==> config.mk <==
export PLATFORM = sky130hd
export DESIGN_NAME = slot_table_positioner_core
export DESIGN_NICKNAME = d
export VERILOG_FILES = /design/src/design/stp_pkg.sv /design/src/design/stp_mode_ctrl.sv /design/src/design/stp_out_buf.sv /design/src/design/slot_table_positioner_core.sv
export SDC_FILE = /design/constraint.sdc
export NUM_CORES = 1
export LEC_CHECK = 0
export BUFFER_PORTS_ARGS = -buffer_cell sky130_fd_sc_hd__buf_2
export CORE_ASPECT_RATIO = 0.5
export CORE_MARGIN = 1.5
export CORE_UTILIZATION = 48
export DETAILED_ROUTE_END_ITERATION = 10
export GPL_TIMING_DRIVEN = 1
export PLACE_DENSITY_LB_ADDON = 0.08
export SETUP_SLACK_MARGIN = 0.05
export SKIP_LAST_GASP = 1
export SYNTH_ARGS = -nofsm -noshare
export SYNTH_HDL_FRONTEND = slang
export SYNTH_SLANG_ARGS = --single-unit
==> constraint.sdc <==
create_clock -name clk -period 5.95 [get_ports clk]
set_input_delay 1.19 -clock clk [delete_from_list [all_inputs] [get_ports clk]]
set_output_delay 1.19 -clock clk [all_outputs]
set_load 0.02 [all_outputs]
==> src/design/stp_pkg.sv <==
// Package for the slot table positioner: beat types, mode codes, reset constants.
// No dependencies; imported by every module of the block.
`default_nettype none

package stp_pkg;

	localparam int SpacingW = 20;
	localparam int CountW   = 3;
	localparam int TargetW  = 23;
	localparam int ModeW    = 3;
	localparam int SlotW    = 2;
	localparam int PosW     = 32;
	localparam int CfgIdxW  = 2;

	localparam logic [SpacingW-1:0] SPACING_RST = SpacingW'(20000);
	localparam logic [CountW-1:0]   COUNT_RST   = CountW'(3);
	localparam logic [TargetW-1:0]  TARGET_RST  = TargetW'(20000);

	// configuration register indexes
	localparam logic [CfgIdxW-1:0] REG_SLOT_SPACING = 2'd0;
	localparam logic [CfgIdxW-1:0] REG_SLOT_COUNT   = 2'd1;

	// mode codes
	localparam logic [ModeW-1:0] MODE_START  = 3'd0;
	localparam logic [ModeW-1:0] MODE_HOMING = 3'd1;
	localparam logic [ModeW-1:0] MODE_MANUAL = 3'd2;
	localparam logic [ModeW-1:0] MODE_AUTO   = 3'd3;
	localparam logic [ModeW-1:0] MODE_MOVING = 3'd4;

	localparam logic DIR_RED  = 1'b0;
	localparam logic DIR_GRAY = 1'b1;

	typedef struct packed {
		logic                   move_held;
		logic                   direction_press;
		logic                   go_press;
		logic                   mode_press;
		logic                   red_stop_clear;
		logic                   gray_stop_clear;
		logic signed [PosW-1:0] position;
	} in_item_t;

	typedef struct packed {
		logic             motor_on;
		logic             motor_dir;
		logic             zero_position;
		logic [ModeW-1:0] mode_now;
		logic [SlotW-1:0] slot_now;
	} out_item_t;

endpackage

`default_nettype wire

==> src/design/stp_mode_ctrl.sv <==
// Mode controller: mode, slot, target, run and direction registers plus next-state logic.
// Depends on stp_pkg.
`default_nettype none

module stp_mode_ctrl (
	input  wire logic                           clk,
	input  wire logic                           arst_n,
	input  wire logic                           fire,
	input  wire stp_pkg::in_item_t              item,
	input  wire logic [stp_pkg::SpacingW-1:0]   slot_spacing,
	input  wire logic [stp_pkg::CountW-1:0]     slot_count,
	output stp_pkg::out_item_t                  res
);
	import stp_pkg::*;

	logic [ModeW-1:0]   mode_q, mode_d;
	logic [SlotW-1:0]   slot_q, slot_d;
	logic [TargetW-1:0] target_q, target_d;
	logic               run_q, run_d;
	logic               dir_q, dir_d;
	logic               zero_d;

	logic [CountW-1:0]  slot_inc;
	logic [SlotW-1:0]   slot_sel;
	logic [CountW-1:0]  slot_mul;
	logic [TargetW-1:0] target_prod;
	logic               ahead_clear;
	logic signed [PosW:0] pos_x;
	logic signed [PosW:0] tgt_go_x;
	logic signed [PosW:0] tgt_q_x;

	assign slot_inc    = {1'b0, slot_q} + 3'd1;
	// slot after a press in auto mode, wrapping at slot_count or past the 2-bit range
	assign slot_sel    = !item.direction_press ? slot_q :
		((slot_inc >= slot_count || slot_inc > 3'd3) ? '0 : slot_inc[SlotW-1:0]);
	assign slot_mul    = {1'b0, slot_sel} + 3'd1;
	assign target_prod = {20'b0, slot_mul} * {3'b0, slot_spacing};
	assign ahead_clear = (dir_q == DIR_GRAY) ? item.gray_stop_clear : item.red_stop_clear;
	// 33-bit signed compare of unsigned target against signed position
	assign pos_x    = {item.position[PosW-1], item.position};
	assign tgt_go_x = $signed({{(PosW+1-TargetW){1'b0}}, target_prod});
	assign tgt_q_x  = $signed({{(PosW+1-TargetW){1'b0}}, target_q});

	always_comb begin
		mode_d   = mode_q;
		slot_d   = slot_q;
		target_d = target_q;
		run_d    = run_q;
		dir_d    = dir_q;
		zero_d   = 1'b0;
		case (mode_q)
			MODE_HOMING: begin
				if (!item.red_stop_clear) begin
					run_d  = 1'b0;
					zero_d = 1'b1;
					mode_d = MODE_MANUAL;
				end
			end
			MODE_MANUAL: begin
				run_d = ahead_clear & item.move_held;
				if (item.direction_press)
					dir_d = ~dir_q;
				if (item.mode_press)
					mode_d = MODE_AUTO;
			end
			MODE_AUTO: begin
				slot_d = slot_sel;
				if (item.go_press) begin
					target_d = target_prod;
					dir_d    = (tgt_go_x > pos_x) ? DIR_GRAY : DIR_RED;
					run_d    = 1'b1;
					mode_d   = MODE_MOVING;
				end
				// mode press wins over go
				if (item.mode_press)
					mode_d = MODE_MANUAL;
			end
			MODE_MOVING: begin
				if ((dir_q == DIR_GRAY) ? (pos_x >= tgt_q_x) : (pos_x <= tgt_q_x)) begin
					run_d  = 1'b0;
					mode_d = MODE_AUTO;
				end
			end
			default: begin
				if (item.red_stop_clear) begin
					dir_d = DIR_RED;
					run_d = 1'b1;
				end
				mode_d = MODE_HOMING;
			end
		endcase
	end

	always_ff @(posedge clk or negedge arst_n) begin
		if (!arst_n) begin
			mode_q   <= MODE_START;
			slot_q   <= '0;
			target_q <= TARGET_RST;
			run_q    <= 1'b0;
			dir_q    <= DIR_RED;
		end else if (fire) begin
			mode_q   <= mode_d;
			slot_q   <= slot_d;
			target_q <= target_d;
			run_q    <= run_d;
			dir_q    <= dir_d;
		end
	end

	assign res.motor_on      = run_d;
	assign res.motor_dir     = dir_d;
	assign res.zero_position = zero_d;
	assign res.mode_now      = mode_d;
	assign res.slot_now      = slot_d;

endmodule

`default_nettype wire

==> src/design/stp_out_buf.sv <==
// Result register: holds one result beat until the consumer takes it.
// Depends on stp_pkg.
`default_nettype none

module stp_out_buf (
	input  wire logic               clk,
	input  wire logic               arst_n,
	input  wire logic               push,
	input  wire stp_pkg::out_item_t res,
	output logic                    room,
	output logic                    out_valid,
	input  wire logic               out_ready,
	output stp_pkg::out_item_t      out_item
);
	import stp_pkg::*;

	logic      valid_q;
	out_item_t item_q;

	// a held beat leaving this cycle frees the register for the next one
	assign room      = !valid_q || out_ready;
	assign out_valid = valid_q;
	assign out_item  = item_q;

	always_ff @(posedge clk or negedge arst_n) begin
		if (!arst_n) begin
			valid_q <= 1'b0;
		end else if (push) begin
			valid_q <= 1'b1;
		end else if (out_ready) begin
			valid_q <= 1'b0;
		end
	end

	always_ff @(posedge clk) begin
		if (push)
			item_q <= res;
	end

endmodule

`default_nettype wire

==> src/design/slot_table_positioner_core.sv <==
// Slot table positioner: one control tick per input beat, one result beat per tick.
// Each beat passes an input register, the mode update logic and a result register,
// and a new beat is taken every cycle unless the result register is full and not
// being drained. Configuration writes are always ready.
// Depends on stp_pkg, stp_mode_ctrl and stp_out_buf.
`default_nettype none

module slot_table_positioner_core (
	input  wire logic                         clk,
	input  wire logic                         arst_n,
	input  wire logic                         in_valid,
	output logic                              in_ready,
	input  wire stp_pkg::in_item_t            in_item,
	output logic                              out_valid,
	input  wire logic                         out_ready,
	output stp_pkg::out_item_t                out_item,
	input  wire logic                         cfg_valid,
	output logic                              cfg_ready,
	input  wire logic [stp_pkg::CfgIdxW-1:0]  cfg_index,
	input  wire logic [stp_pkg::SpacingW-1:0] cfg_data
);
	import stp_pkg::*;

	logic [SpacingW-1:0] spacing_q;
	logic [CountW-1:0]   count_q;
	logic                valid_s1;
	in_item_t            item_s1;
	logic                room;
	logic                fire;
	out_item_t           res;

	assign cfg_ready = 1'b1;

	always_ff @(posedge clk or negedge arst_n) begin
		if (!arst_n) begin
			spacing_q <= SPACING_RST;
			count_q   <= COUNT_RST;
		end else if (cfg_valid) begin
			case (cfg_index)
				REG_SLOT_SPACING: spacing_q <= cfg_data;
				REG_SLOT_COUNT:   count_q   <= cfg_data[CountW-1:0];
				default: ;
			endcase
		end
	end

	assign fire     = valid_s1 && room;
	assign in_ready = !valid_s1 || room;

	always_ff @(posedge clk or negedge arst_n) begin
		if (!arst_n) begin
			valid_s1 <= 1'b0;
		end else if (in_ready) begin
			valid_s1 <= in_valid;
		end
	end

	always_ff @(posedge clk) begin
		if (in_valid && in_ready)
			item_s1 <= in_item;
	end

	stp_mode_ctrl u_ctrl (
		.clk          (clk),
		.arst_n       (arst_n),
		.fire         (fire),
		.item         (item_s1),
		.slot_spacing (spacing_q),
		.slot_count   (count_q),
		.res          (res)
	);

	stp_out_buf u_out (
		.clk       (clk),
		.arst_n    (arst_n),
		.push      (fire),
		.res       (res),
		.room      (room),
		.out_valid (out_valid),
		.out_ready (out_ready),
		.out_item  (out_item)
	);

	// input side stalls only behind a held result beat
	a_stall_cause: assert property (@(posedge clk) disable iff (!arst_n)
		!in_ready |-> (valid_s1 && out_valid && !out_ready))
		else $error("input stalled without a held result");

	a_zero_manual: assert property (@(posedge clk) disable iff (!arst_n)
		(out_valid && out_item.zero_position) |->
		(out_item.mode_now == MODE_MANUAL && !out_item.motor_on))
		else $error("position reset outside homing exit");

	a_moving_runs: assert property (@(posedge clk) disable iff (!arst_n)
		(out_valid && out_item.mode_now == MODE_MOVING) |-> out_item.motor_on)
		else $error("motor stopped while moving");

	a_push_fills: assert property (@(posedge clk) disable iff (!arst_n)
		fire |=> out_valid)
		else $error("result beat lost");

endmodule

`default_nettype wire
# ---- Word-level counts from Yosys, hierarchy flattened
# Index checks and enable logic that the tools add are counted.
dict set report word_totals {
  ff_bits 101
}
dict set report op_classes {
  addsub 2
  n_mul 1
  magnitude_cmp 5
  eq_ne 5
  n_mux 24
  bitwise_logic 2
  reduce_logical 13
}
# cell count
set op_table {}
lappend op_table {{32-bit by 24-bit greater-or-equal comparator with 1-bit output} 1}
lappend op_table {{24-bit by 32-bit greater-than comparator with 1-bit output} 1}
lappend op_table {{32-bit by 24-bit less-or-equal comparator with 1-bit output} 1}
lappend op_table {{3-bit by 20-bit multiplier with 23-bit output} 1}
lappend op_table {{3-bit two-way mux} 5}
lappend op_table {{1-bit two-way mux} 13}
lappend op_table {{3-bit one-hot mux with 4 select lines} 1}
lappend op_table {{2-bit by 1-bit adder with 3-bit output (second input constant)} 2}
lappend op_table {{3-bit by 2-bit equality test with 1-bit output (second input constant)} 2}
lappend op_table {{2-bit two-way mux} 3}
lappend op_table {{1-bit one-hot mux with 4 select lines} 1}
lappend op_table {{2-bit AND reduction} 2}
lappend op_table {{3-bit by 1-bit equality test with 1-bit output (second input constant)} 1}
lappend op_table {{3-bit equality test (second input constant)} 1}
lappend op_table {{3-bit greater-or-equal comparator} 1}
lappend op_table {{3-bit by 2-bit greater-than comparator with 1-bit output (second input constant)} 1}
lappend op_table {{1-bit logical OR} 3}
lappend op_table {{1-bit one-hot mux with 3 select lines} 1}
lappend op_table {{3-bit AND reduction} 1}
lappend op_table {{2-bit by 1-bit equality test with 1-bit output (second input constant)} 1}
lappend op_table {{1-bit logical AND} 2}
lappend op_table {{1-bit logical NOT} 2}
lappend op_table {{2-bit logical NOT} 1}
lappend op_table {{2-bit nonzero test} 1}
lappend op_table {{3 further kinds} 3}

# ---- Longest topological paths before layout
# Gate-level depths: netlist (run 1).
dict set report logic_depth {
  ltp_word 11
  mapped_depth 29
  depth_no_buf 27
}

# ---- Hierarchy
# Synthesis (run 1) repeated with hierarchy kept, for this count alone.
dict set report hier_totals {
  hier_cells 660
  area_unflattened_um2 6837.8
}
# mod instances cells_per_inst area_each_um2 seq_area_each_um2
set modules_own_cells {}
lappend modules_own_cells {stp_mode_ctrl 1 554 4455.5 757.0}
lappend modules_own_cells {slot_table_positioner_core 1 95 2094.5 1750.4}
lappend modules_own_cells {stp_out_buf 1 11 287.8 265.3}

# ---- Worst setup path before layout (run 1)
# Ideal clock, no wire load.
dict set report synth_timing {
  path_kind {flip-flop to flip-flop}
  from {reg u_ctrl.slot_q[0]}
  to {reg u_out.item_q (netlist bit u_out.out_item[6]), data pin}
  setup_ns 0.267
  t_arrival_ns 5.772
  required_ns 5.683
  setup_slack_ns -0.088
  path_stages_with_launch 28
  n_path_buf 2
  cell_sequence {dfrtp_1 -> ha_1 -> ha_1 -> a21o_1 -> a211o_1 -> nor3_1 -> a21oi_1 -> clkbuf_1 -> inv_1 -> ha_1 -> clkbuf_1 -> nand2_1 -> fa_1 -> inv_1 -> ha_1 -> a211oi_1 -> o21ai_1 -> and3_1 -> o311ai_1 -> or4b_1 -> o311ai_1 -> ha_1 -> nand4_1 -> nor2_1 -> o21ai_0 -> a31oi_1 -> nor4b_1 -> o21ai_0}
}
# item line
set synth_rtl {}
lappend synth_rtl {{from (decl)} stp_mode_ctrl.sv:17} ;# logic [SlotW-1:0] slot_q, slot_d;
lappend synth_rtl {{from (signal assigned)} stp_mode_ctrl.sv:103} ;# slot_q <= slot_d;
lappend synth_rtl {{to (signal assigned)} stp_out_buf.sv:37} ;# item_q <= res;
lappend synth_rtl {{to (decl)} stp_out_buf.sv:18} ;# out_item_t item_q;

==> results of run 1 <==
-- cells by family (layout without fill, tap and decap cells) --
| group | Yosys count | after routing | share of synthesized area, % |
|---|---|---|---|
| XOR/XNOR | 16 | 16 | 2.017 |
| AO/OA/AOI/OAI | 126 | 126 | 12.07 |
| other | 1 | 1 | 0.05397 |
| multiplexers | 47 | 47 | 7.654 |
| buffers and inverters | 112 | 215 | 6.105 |
| flip-flops | 101 | 101 | 39.91 |
| adder cells (fa/ha/maj) | 93 | 93 | 18.80 |
| AND/OR/NAND/NOR | 189 | 189 | 13.40 |
-- power by group through the flow --
| stage | combinational (W) | sequential [W] | clock [W] |
|---|---|---|---|
| final | 0.00314 | 0.00103 | 0.000688 |
| after global routing | 0.00349 | 0.00105 | 0.000731 |
| after CTS | 0.00274 | 0.00103 | 0.000704 |
| after detailed placement | 0.00267 | 0.00104 | 0 |
| after global placement | 0.00262 | 0.00104 | 0 |
| after floorplan | 0.00193 | 0.00101 | 0 |
-- per-stage QoR --
step           instance area, µm²  setup WS [ns]  utilization [%]  power (W)
2_1_floorplan                6952        0.06988                -   0.002944
3_3_place_gp                 7670        0.04819            55.37   0.003655
3_5_place_dp                 7670        -0.1211            55.37   0.003713
4_1_cts                      8059        0.05349            58.18   0.004476
5_1_grt                      8423       -0.01719            60.81   0.005272
6_report                     8423         0.2198            60.81   0.004862
-- critical path, delay by kind of cell, from the launching register on --
family / cells / cell delay (ns)
fa+ha+maj: 6 / 1.98
compound gates: 10 / 1.57
simple gates: 6 / 1.11
buf+inv: 4 / 0.42
flops: 1 / 0.39
-- registers in the layout (all words and copies together), names as in the netlist --
name / count
spacing_q: 20
u_out.out_valid: 1
u_ctrl.mode_q: 3
u_ctrl.dir_q: 1
u_ctrl.slot_q: 2
valid_s1: 1
count_q: 3
item_s1: 38
u_ctrl.run_q: 1
u_ctrl.target_q: 23
u_out.out_item: 8
-- layout by cell type (no fill, tap or decap), types with 17 or more instances in the layout --
master,n
nor2_1,24
buf_2,74
buf_4,28
ha_1,60
dfrtp_1,43
nand2_1,86
fa_1,18
o21ai_0,17
inv_1,93
mux2_2,45
a21oi_1,30
edfxtp_1,46
-- cell type report --
cell class              count  share of cell area (%)
clock buffers              11                   2.763
multi-input cells         472                   48.14
well taps                 192                   2.852
inverters                  93                   4.144
clock inverters             5                   1.277
repair buffers            106                   7.903
flip-flops and latches    101                   32.92
-- path summary, 6_finish.rpt --
path / start / to / slack [ns]
setup / recovery: u_ctrl.slot_q[1] / u_out.out_item[6] / 0.22
hold / removal: valid_s1 / u_out.out_valid / 0.49
setup reg to reg: u_ctrl.slot_q[1] / u_out.out_item[6] / 0.22
hold reg to reg: valid_s1 / u_out.out_valid / 0.49
max in group asynchronous: arst_n / spacing_q[12] / 4.43
min in group asynchronous: arst_n / valid_s1 / 0.99
-- per-layer routing --
layer  vias up  wire [µm]  global-route usage, %
met3         9        651                  4.253
met5         -          0                      0
li1       2574          -                      -
met2       102       6845                  31.63
met1      2508       7633                  28.21
met4         0        128                  5.534
-- repair_timing --
item	CTS	global route
buffers inserted	0	6
hold buffers	0	0
setup endpoints to repair	2	2
gates cloned	0	2
pin swaps	0	22
resized for setup	10	54
==> summary.md, run 1 <==
| Metric | Value |
|---|---|
| Status | `completed` |
| Synthesized area | `a little under 7000 µm²` |
| Crit start category | `flop` |
| Final period util | `a little over nine tenths` |
| Final RePlAce weighted congestion | `between 0.8 and 0.9` |
| CTS Buf Count | `9` |
| Most frequent cell after synthesis | `inv_1` |
| Layout cells sized above 1 | `around 29%` |
| RSZ-0062 raised after global routing | `true` |
| Die Width | `about 170 µm` |
| Peak VDD IR | `roughly 0.00023 V` |
| LEAKAGE | `roughly 3.9 nW` |
| I/O pin total | `76` |
| GRT Overall Usage | `about a fifth` |
| Hold Path Depth | `1` |
| Sinks on the clock net | `101` |
| Pin count of the biggest net entering global routing | `56` |
| Endpoint class of the critical path | `flop` |
| Die footprint | `between 15000 and 20000 µm²` |
| #FFs+latches synth | `between 100 and 150` |
| Vias in the first global route | `~4700` |
| Root Buffer | `clkbuf_16` |
| NetSw | `roughly 0.0021 W` |
| Clk_lat worst skew | `between 0.3 and 0.4 ns` |
| Share of the synthesized area in the top cell type | `19.88%` |
| Final Non-Filler Cells | `between 900 and 1000` |
| Routed vias | `5193` |
| Filler instances | `1194` |
| Grt ovf | `0` |
| Fraction of registers with async set/reset | `54.46%` |
| Max Root-Sink Buffers | `2` |
| Seq/Total Area, Yosys | `39.91%` |
| Synth-to-Final Area Change | `21.23%` |
| Worst r2r path cells | `26` |
| Final setup vio count | `0` |
| PortBufs | `between 70 and 80` |
| Drt via density | `5.299` |
| Tmin final | `around 5.7 ns` |
| Max-Cap Viols | `0` |
| Slew HR | `roughly a quarter` |
| Diodes inserted | `0` |
| Hold WS | `roughly 0.49 ns` |
| F_max | `about 170 MHz` |
| Leading area contributor after synthesis | `edfxtp_1` |
| DRC errors left | `0` |
| Critical path class | `reg -> reg` |
| Worst-path fanout max | `5` |
| Post-synth EDFFs | `46` |
| DP Wirelength | `11210 µm` |
| Worst hold path type | `reg -> reg` |
| Slowest CP cell | `fa_1` |
| Clock Skew | `around 0.011 ns` |
| Worst-Margin Slew | `about 1.1 ns` |
| Cell mode on critical path | `ha_1` |
| Antenna violations before repair | `0` |
| Cell variety after synth | `between 60 and 70` |
| Nets | `roughly 940` |
| Clk pwr share | `between 10 and 15%` |
| Setup tns final | `0 ns` |
| Multi-input gate area | `~4000 µm²` |
| Routed len/inst | `15.57 µm` |
| CTS clk-pin slew, worst paths | `0.07 ns` |
| Crit path DAT | `5.83 ns` |
| DRT Pass-1 Iters | `5` |
| Required @ worst endpoint | `~6.1 ns` |
| Final Max Slew Viols | `0` |
| Mean post-synth cell area | `between 10 and 15 µm²` |
| Internal | `0.002756 W` |
| Num rows | `30` |
| Power per Cell Area | `around 580 nW/µm²` |
| Initial DRC Count | `between 200 and 300` |
| Primary FF master, synth | `edfxtp_1` |
| Syn nets | `~840` |
| Sw frac | `a little over two fifths` |
| Die height | `just under 90 µm` |
| Synth top area cells | `edfxtp_1, dfrtp_1, ha_1` |
| CP peak stage delay | `between 0.5 and 0.6 ns` |
| Initial Util | `~50%` |
| Final WL | `approximately 15000 µm` |
| First-pass GRT wire length | `approximately 24000 µm` |
| Core ar. | `roughly 14000 µm²` |
| Placed Cells incl. Taps | `roughly 960` |
| Endpoints failing hold | `0` |
| TritonCTS clock tree | `done` |
| Yosys Warn Count | `0` |
| DRT antenna net count | `0` |
| Synth top cells by count | `inv_1, nand2_1, ha_1` |
| Seq. cell area | `2773 µm²` |
| Syn Inst Count | `between 600 and 700` |
| Seq pwr share | `a little over a fifth` |
| Comb pwr share | `around two thirds` |
| Max H-tree Level | `3` |
No activity file was read; power rests on OpenSTA's default activity.
==> inputs of run 2 (changes only) <==
CORE_UTILIZATION = 50   (was 48)
==> run 2 against run 1 <==
Register-to-register slack got worse by 0.04 ns. Setup slack got worse by 0.038 ns. Non-clock buffer count increased by 10. First-iteration DRC count increased by 26%. Cell area unchanged. Critical endpoint unchanged. Largest cell class unchanged. Largest power group unchanged.
==> summary.md, run 2 (synthesized netlist as in run 1, its figures left out) <==
| Metric | Value |
|---|---|
| Vias in the first global route | `4983 (+4.9%)` |
| DRT Pass-1 Iters | `4 (-1)` |
| Routed vias | `5260 (+1.3%)` |
| Slowest CP cell | `fa_1` |
| I/O pin total | `76 (unchanged)` |
| DRC errors left | `0 (unchanged)` |
| Die footprint | `14660 µm² (-3.9%)` |
| Filler instances | `1137 (-4.8%)` |
| Peak VDD IR | `0.0002263 V (-2.5%)` |
| Core ar. | `13550 µm² (-2.2%)` |
| Tmin final | `5.769 ns (+0.03845 ns)` |
| Final period util | `96.95% (+0.65 points)` |
| Clock Skew | `0.01415 ns (+0.003003 ns)` |
| Reg with most FFs | `item_s1` |
| TritonCTS clock tree | `done` |
| Met2 usage | `32.86% (+1.2 points)` |
| Critical path class | `reg -> reg` |
| Power per Cell Area | `566.5 nW/µm² (-1.9%)` |
| Diodes inserted | `0 (unchanged)` |
| Internal | `0.002706 W (-1.8%)` |
| GRT Overall Usage | `21.04% (+1.0 points)` |
| Antenna violations before repair | `0 (unchanged)` |
| Sinks on the clock net | `101 (unchanged)` |
| Max reg flops | `38 (unchanged)` |
| Drt via density | `5.313 (+0.27%)` |
| Die height | `86.36 µm (-2.0%)` |
| Pin count of the biggest net entering global routing | `56 (unchanged)` |
| Fin area | `8423 µm² (unchanged)` |
| F_max | `173.4 MHz (-0.67%)` |
| Sw frac | `43.29% (about the same)` |
| Initial Util | `51.27% (+1.1 points)` |
| Num rows | `30 (unchanged)` |
| Synth-to-Final Area Change | `21.23% (unchanged)` |
| First-pass GRT wire length | `24080 µm (+1.8%)` |
| Root Buffer | `clkbuf_16` |
| CP delay by family, top | `compound AO/OA/AOI/OAI gates` |
| LEAKAGE | `3.946 nW (+1.3%)` |
| WP buf/inv | `3 (-1)` |
| Status | `completed` |
| Met3 GRT Util | `4.521% (+0.27 points)` |
| Final WL | `15160 µm (-0.68%)` |
| DP Wirelength | `11110 µm (-0.92%)` |
| Layout cells sized above 1 | `29.82% (+0.51 points)` |
| Worst-Margin Slew | `1.143 ns (+0.01397 ns)` |
| Endpoint class of the critical path | `flop` |
| Routed len/inst | `15.31 µm (-1.7%)` |
| Endpoints failing hold | `0 (unchanged)` |
| Comb pwr share | `65.3% (+0.6 points)` |
| CTS clk-pin slew, worst paths | `0.08 ns (about the same)` |
| Multi-input gate area | `3993 µm² (-1.5%)` |
| Required @ worst endpoint | `6.06 ns (about the same)` |
| Crit start category | `flop` |
| Worst hold path type | `reg -> reg` |
| Worst-path fanout max | `4 (-1)` |
| Initial DRC Count | `332 (+26%)` |
| CP peak stage delay | `0.51 ns (-0.04 ns)` |
| Slew HR | `23.61% (-0.93 points)` |
| Nets | `951 (+1.1%)` |
| Final RePlAce weighted congestion | `0.8720 (-2.2%)` |
| Cell mode on critical path | `o21ai_1` |
| Grt ovf | `0 (unchanged)` |
| Final Max Slew Viols | `0 (unchanged)` |
| CTS Buf Count | `9 (unchanged)` |
| PortBufs | `74 (unchanged)` |
| Crit path DAT | `5.88 ns (+0.05 ns)` |
| Top Usage Layer GRT | `met2` |
| Most frequent cells in the layout | `inv_1, nand2_1, buf_2` |
| Pwr Total | `0.004772 W (-1.9%)` |
| Clk_lat worst skew | `0.36 ns (about the same)` |
| Max Root-Sink Buffers | `2 (unchanged)` |
| Area post-placement | `7697 µm² (+0.36%)` |
| Hold WS | `0.4977 ns (+0.008685 ns)` |
| NetSw | `0.002065 W (-1.9%)` |
| Max H-tree Level | `3 (unchanged)` |
| Die Width | `169.7 µm (-2.0%)` |
| Clk pwr share | `13.0% (-1.2 points)` |
| DRT antenna net count | `0 (unchanged)` |
| Regs by FF count | `item_s1 x38, u_ctrl.target_q x23, spacing_q x20` |
| Met1 usage | `30.09% (+1.9 points)` |
| Seq. cell area | `2773 µm² (unchanged)` |
| Final setup vio count | `0 (unchanged)` |
| Seq pwr share | `21.6% (+0.4 points)` |
| # hold bufs at CTS | `0 (unchanged)` |
| Most common cell after layout, fill and taps aside | `inv_1` |
| Max-Cap Viols | `0 (unchanged)` |
| RSZ-0062 raised after global routing | `true` |
==> run 2: worst paths after layout <==
path,startpoint,end,slack (ns),depth (start not counted)
min in group asynchronous,arst_n,valid_s1,0.99,2
max reg2reg,u_ctrl.slot_q[1],u_out.out_item[6],0.18,26
min reg2reg,valid_s1,u_out.out_valid,0.50,1
min,valid_s1,u_out.out_valid,0.50,1
max in group asynchronous,arst_n,spacing_q[8],4.45,2
max,u_ctrl.slot_q[1],u_out.out_item[6],0.18,26
==> run 2: layer usage <==
| layer | share of wire, % | wire length, µm |
|---|---|---|
| met1 | 49 | 7492 |
| met2 | 44 | 6736 |
| met3 | 5.0 | 758 |
| met4 | 1.1 | 169 |
| met5 | 0 | 0 |
==> run 2: cell type report <==
class	instances	area share, %
clock buffers	10	2.837
clock inverters	6	0.8021
inverters	93	4.144
multi-input cells	472	47.40
flip-flops and latches	101	32.92
well taps	192	2.852
repair buffers	116	9.046
==> run 2: per-stage QoR <==
| stage | cells | util (%) | setup TNS [ns] | setup slack (ns) |
|---|---|---|---|---|
| finish | 990 | 62.16 | 0 | 0.1813 |
| global route | 990 | 62.16 | -0.1585 | -0.09416 |
| CTS | 974 | 59.43 | 0 | 0.05370 |
| detailed placement | 958 | 56.81 | -0.2702 | -0.1909 |
| global placement | 958 | 56.81 | -0.05253 | -0.05253 |
| floorplan | 685 | - | 0 | 0.06988 |
==> run 2: repair_timing <==
action / 4_1_cts / 5_1_grt
cloned: 0 / 2
pin swaps: 1 / 38
resized for setup: 12 / 45
setup buffers: 0 / 14
endpoints found under the setup margin: 2 / 2
==> run 2: power by group through the flow <==
stage          Clock [W]  Sequential (W)  Combinational, W
2_1_floorplan          0         0.00101           0.00193
3_3_place_gp           0         0.00104           0.00266
3_5_place_dp           0         0.00104           0.00270
4_1_cts         0.000633         0.00103           0.00277
5_1_grt         0.000657         0.00105           0.00353
6_report        0.000623         0.00103           0.00312
==> inputs of run 3 (changes only) <==
CORE_MARGIN = not set   (was 1.5)
==> run 3 against run 2 <==
The flow now finishes with violations (DRC). Sequential power is essentially flat. Clock power shrank 10%. Non-clock buffer count fell by 2. Total power rose by 1.4%. Setup slack better by 0.063 ns. Die area shrank 1.7%. Count of clock-buffer cells in the layout did not move. Combinational power rose by 4%. Critical endpoint unchanged. Cell area increased by 0.34%. Critical path depth unchanged.
==> summary.md, run 3 (synthesized netlist as in run 1, its figures left out) <==
| Metric | Value |
|---|---|
| Status | `finished, violations left` |
| Failing checks | `DRC` |
| Diodes inserted | `0 (unchanged)` |
| Power per Cell Area | `572.6 nW/µm² (+1.1%)` |
| DRT antenna net count | `0 (unchanged)` |
| DRC errors left | `1 (+1)` |
| Crit path DAT | `5.80 ns (-0.08 ns)` |
| I/O pin total | `76 (unchanged)` |
| Antenna violations before repair | `0 (unchanged)` |
| Vias in the first global route | `5035 (+1.0%)` |
| Routed len/inst | `14.85 µm (-3.0%)` |
| Pin count of the biggest net entering global routing | `56 (unchanged)` |
| Endpoint class of the critical path | `flop` |
| Filler instances | `1152 (+1.3%)` |
| Die Width | `168.7 µm (-0.59%)` |
| Clock Skew | `0.01093 ns (-0.003224 ns)` |
| Required @ worst endpoint | `6.04 ns (-0.02 ns)` |
| LEAKAGE | `3.921 nW (-0.64%)` |
| Sinks on the clock net | `101 (unchanged)` |
| Root Buffer | `clkbuf_16` |
| RSZ-0062 raised after global routing | `true` |
| Clk_lat worst skew | `0.36 ns (about the same)` |
| PortBufs | `74 (unchanged)` |
| Die footprint | `14400 µm² (-1.7%)` |
| Worst hold path type | `reg -> reg` |
| Max-Cap Viols | `0 (unchanged)` |
| Reg with most FFs | `item_s1` |
| GRT Overall Usage | `21.47% (+0.43 points)` |
| Core Util, Final | `62.37% (+0.21 points)` |
| Max reg flops | `38 (unchanged)` |
| Slew HR | `23.31% (-0.29 points)` |
| Synth-to-Final Area Change | `21.65%` |
| Initial DRC Count | `301 (-9.3%)` |
| DRT Pass-1 Iters | `8 (+4)` |
| F_max | `175.3 MHz (+1.1%)` |
| Drt via density | `5.259 (-1.0%)` |
| Most common cell after layout, fill and taps aside | `inv_1` |
| Final period util | `95.89% (-1.1 points)` |
| Final RePlAce weighted congestion | `0.8453 (-3.1%)` |
| DP Wirelength | `10970 µm (-1.3%)` |
| Layout cells sized above 1 | `31.28% (+1.5 points)` |
| Hold WS | `0.4841 ns (-0.01356 ns)` |
| Regs by FF count | `item_s1 x38, u_ctrl.target_q x23, spacing_q x20` |
| TritonCTS clock tree | `done` |
| Routed vias | `5196 (-1.2%)` |
| CTS clk-pin slew, worst paths | `0.08 ns (about the same)` |
| Final Max Slew Viols | `0 (unchanged)` |
| Peak VDD IR | `0.0002470 V (+9.1%)` |
| Core ar. | `13550 µm² (unchanged)` |
| Tmin final | `5.706 ns (-0.06303 ns)` |
| Nets | `949 (-0.21%)` |
| Critical path class | `reg -> reg` |
| Grt ovf | `0 (unchanged)` |
| Die height | `85.36 µm (-1.2%)` |
| Worst-path fanout max | `21 (+17)` |
| First-pass GRT wire length | `24230 µm (+0.60%)` |
| Num rows | `30 (unchanged)` |
| Crit start category | `flop` |
| Max Root-Sink Buffers | `2 (unchanged)` |
| Final WL | `14670 µm (-3.2%)` |
| Max H-tree Level | `3 (unchanged)` |
| CTS Buf Count | `9 (unchanged)` |
| # hold bufs at CTS | `0 (unchanged)` |
| Final setup vio count | `0 (unchanged)` |
| Endpoints failing hold | `0 (unchanged)` |
| Most frequent cells in the layout | `inv_1, nand2_1, buf_2` |
| Initial Util | `51.27% (unchanged)` |
| Worst-Margin Slew | `1.148 ns (+0.004386 ns)` |
run 3: cell count changes in the layout (fill, tap and decap cells not counted), sizes merged:
| cell | delta |
|---|---|
| buf | -2 |
| bufinv | -1 |
| clkinvlp | -1 |
| clkinv | +2 |
run 3: power by group:
part | internal, W | total [W] | switching [W]
logic | 0.00153 | 0.00325 | 0.00172
clock network | 0.000288 | 0.000560 | 0.000272
registers | 0.000909 | 0.00103 | 0.000121
total | 0.00273 | 0.00484 | 0.00211
run 3: per-stage QoR:
| step | instances | setup slack [ns] | power [W] | cell area [µm²] | TNS [ns] |
|---|---|---|---|---|---|
| 6_report | 988 | 0.2444 | 0.004839 | 8452 | 0 |
| 5_1_grt | 988 | -0.05646 | 0.005308 | 8452 | -0.1037 |
| 4_1_cts | 979 | 0.05314 | 0.004458 | 8079 | 0 |
| 3_5_place_dp | 962 | -0.1600 | 0.003801 | 7740 | -0.1780 |
| 3_3_place_gp | 962 | -0.04061 | 0.003762 | 7740 | -0.04061 |
| 2_1_floorplan | 685 | 0.06988 | 0.002944 | 6952 | 0 |
run 3: final timing paths:
path / start / to / slack (ns) / cells after the start
max: u_ctrl.slot_q[0] / u_out.out_item[6] / 0.24 / 26
min: u_ctrl.target_q[3] / u_ctrl.target_q[3] / 0.48 / 2
max reg2reg: u_ctrl.slot_q[0] / u_out.out_item[6] / 0.24 / 26
min reg2reg: u_ctrl.target_q[3] / u_ctrl.target_q[3] / 0.48 / 2
max in group asynchronous: arst_n / spacing_q[8] / 4.42 / 2
min in group asynchronous: arst_n / valid_s1 / 0.99 / 2
run 3: what timing repair did:
item | in CTS | in global routing
pin swaps | 3 | 40
gates resized for setup | 15 | 58
cloned | 0 | 2
endpoints found under the setup margin | 2 | 2
buffers inserted | 1 | 7
run 3: critical path, stage by stage, from the launching register on:
cell and delay (ns):
dfrtp_1 0.40, ha_1 0.30, ha_1 0.27, a21o_1 0.15, a211o_1 0.29, nor3_2 0.18, a21oi_2 0.06, buf_4 0.21
and2_1 0.20, fa_1 0.54, ha_4 0.15, inv_1 0.05, fa_2 0.34, nor2b_2 0.14, o31a_1 0.19, buf_6 0.12
o21a_1 0.12, nor2_2 0.05, xnor2_2 0.16, ha_1 0.19, a211o_1 0.25, o211ai_1 0.10, a21oi_2 0.10, o31ai_4 0.30
a31oi_4 0.15, nor4b_4 0.31, o21ai_1 0.11
run 3: final cells by class:
type                       count  area [µm²]  share of cell area [%]
inverter                      93       349.1                   4.130
clock inverter                 6       45.04                  0.5329
timing repair buffer         114       738.2                   8.734
tap                          192       240.2                   2.842
multi-input combinational    472        4078                   48.25
sequential                   101        2773                   32.81
clock buffer                  10       229.0                   2.709
run 3: layer usage:
layer / vias up / wire, µm / share of wire, % / global-route usage [%]
met5: - / 0 / 0 / 0
met4: 0 / 95 / 0.65 / 4.298
met3: 10 / 488 / 3.3 / 4.478
met2: 82 / 6490 / 44 / 33.62
met1: 2513 / 7592 / 52 / 30.83
li1: 2591 / - / - / -
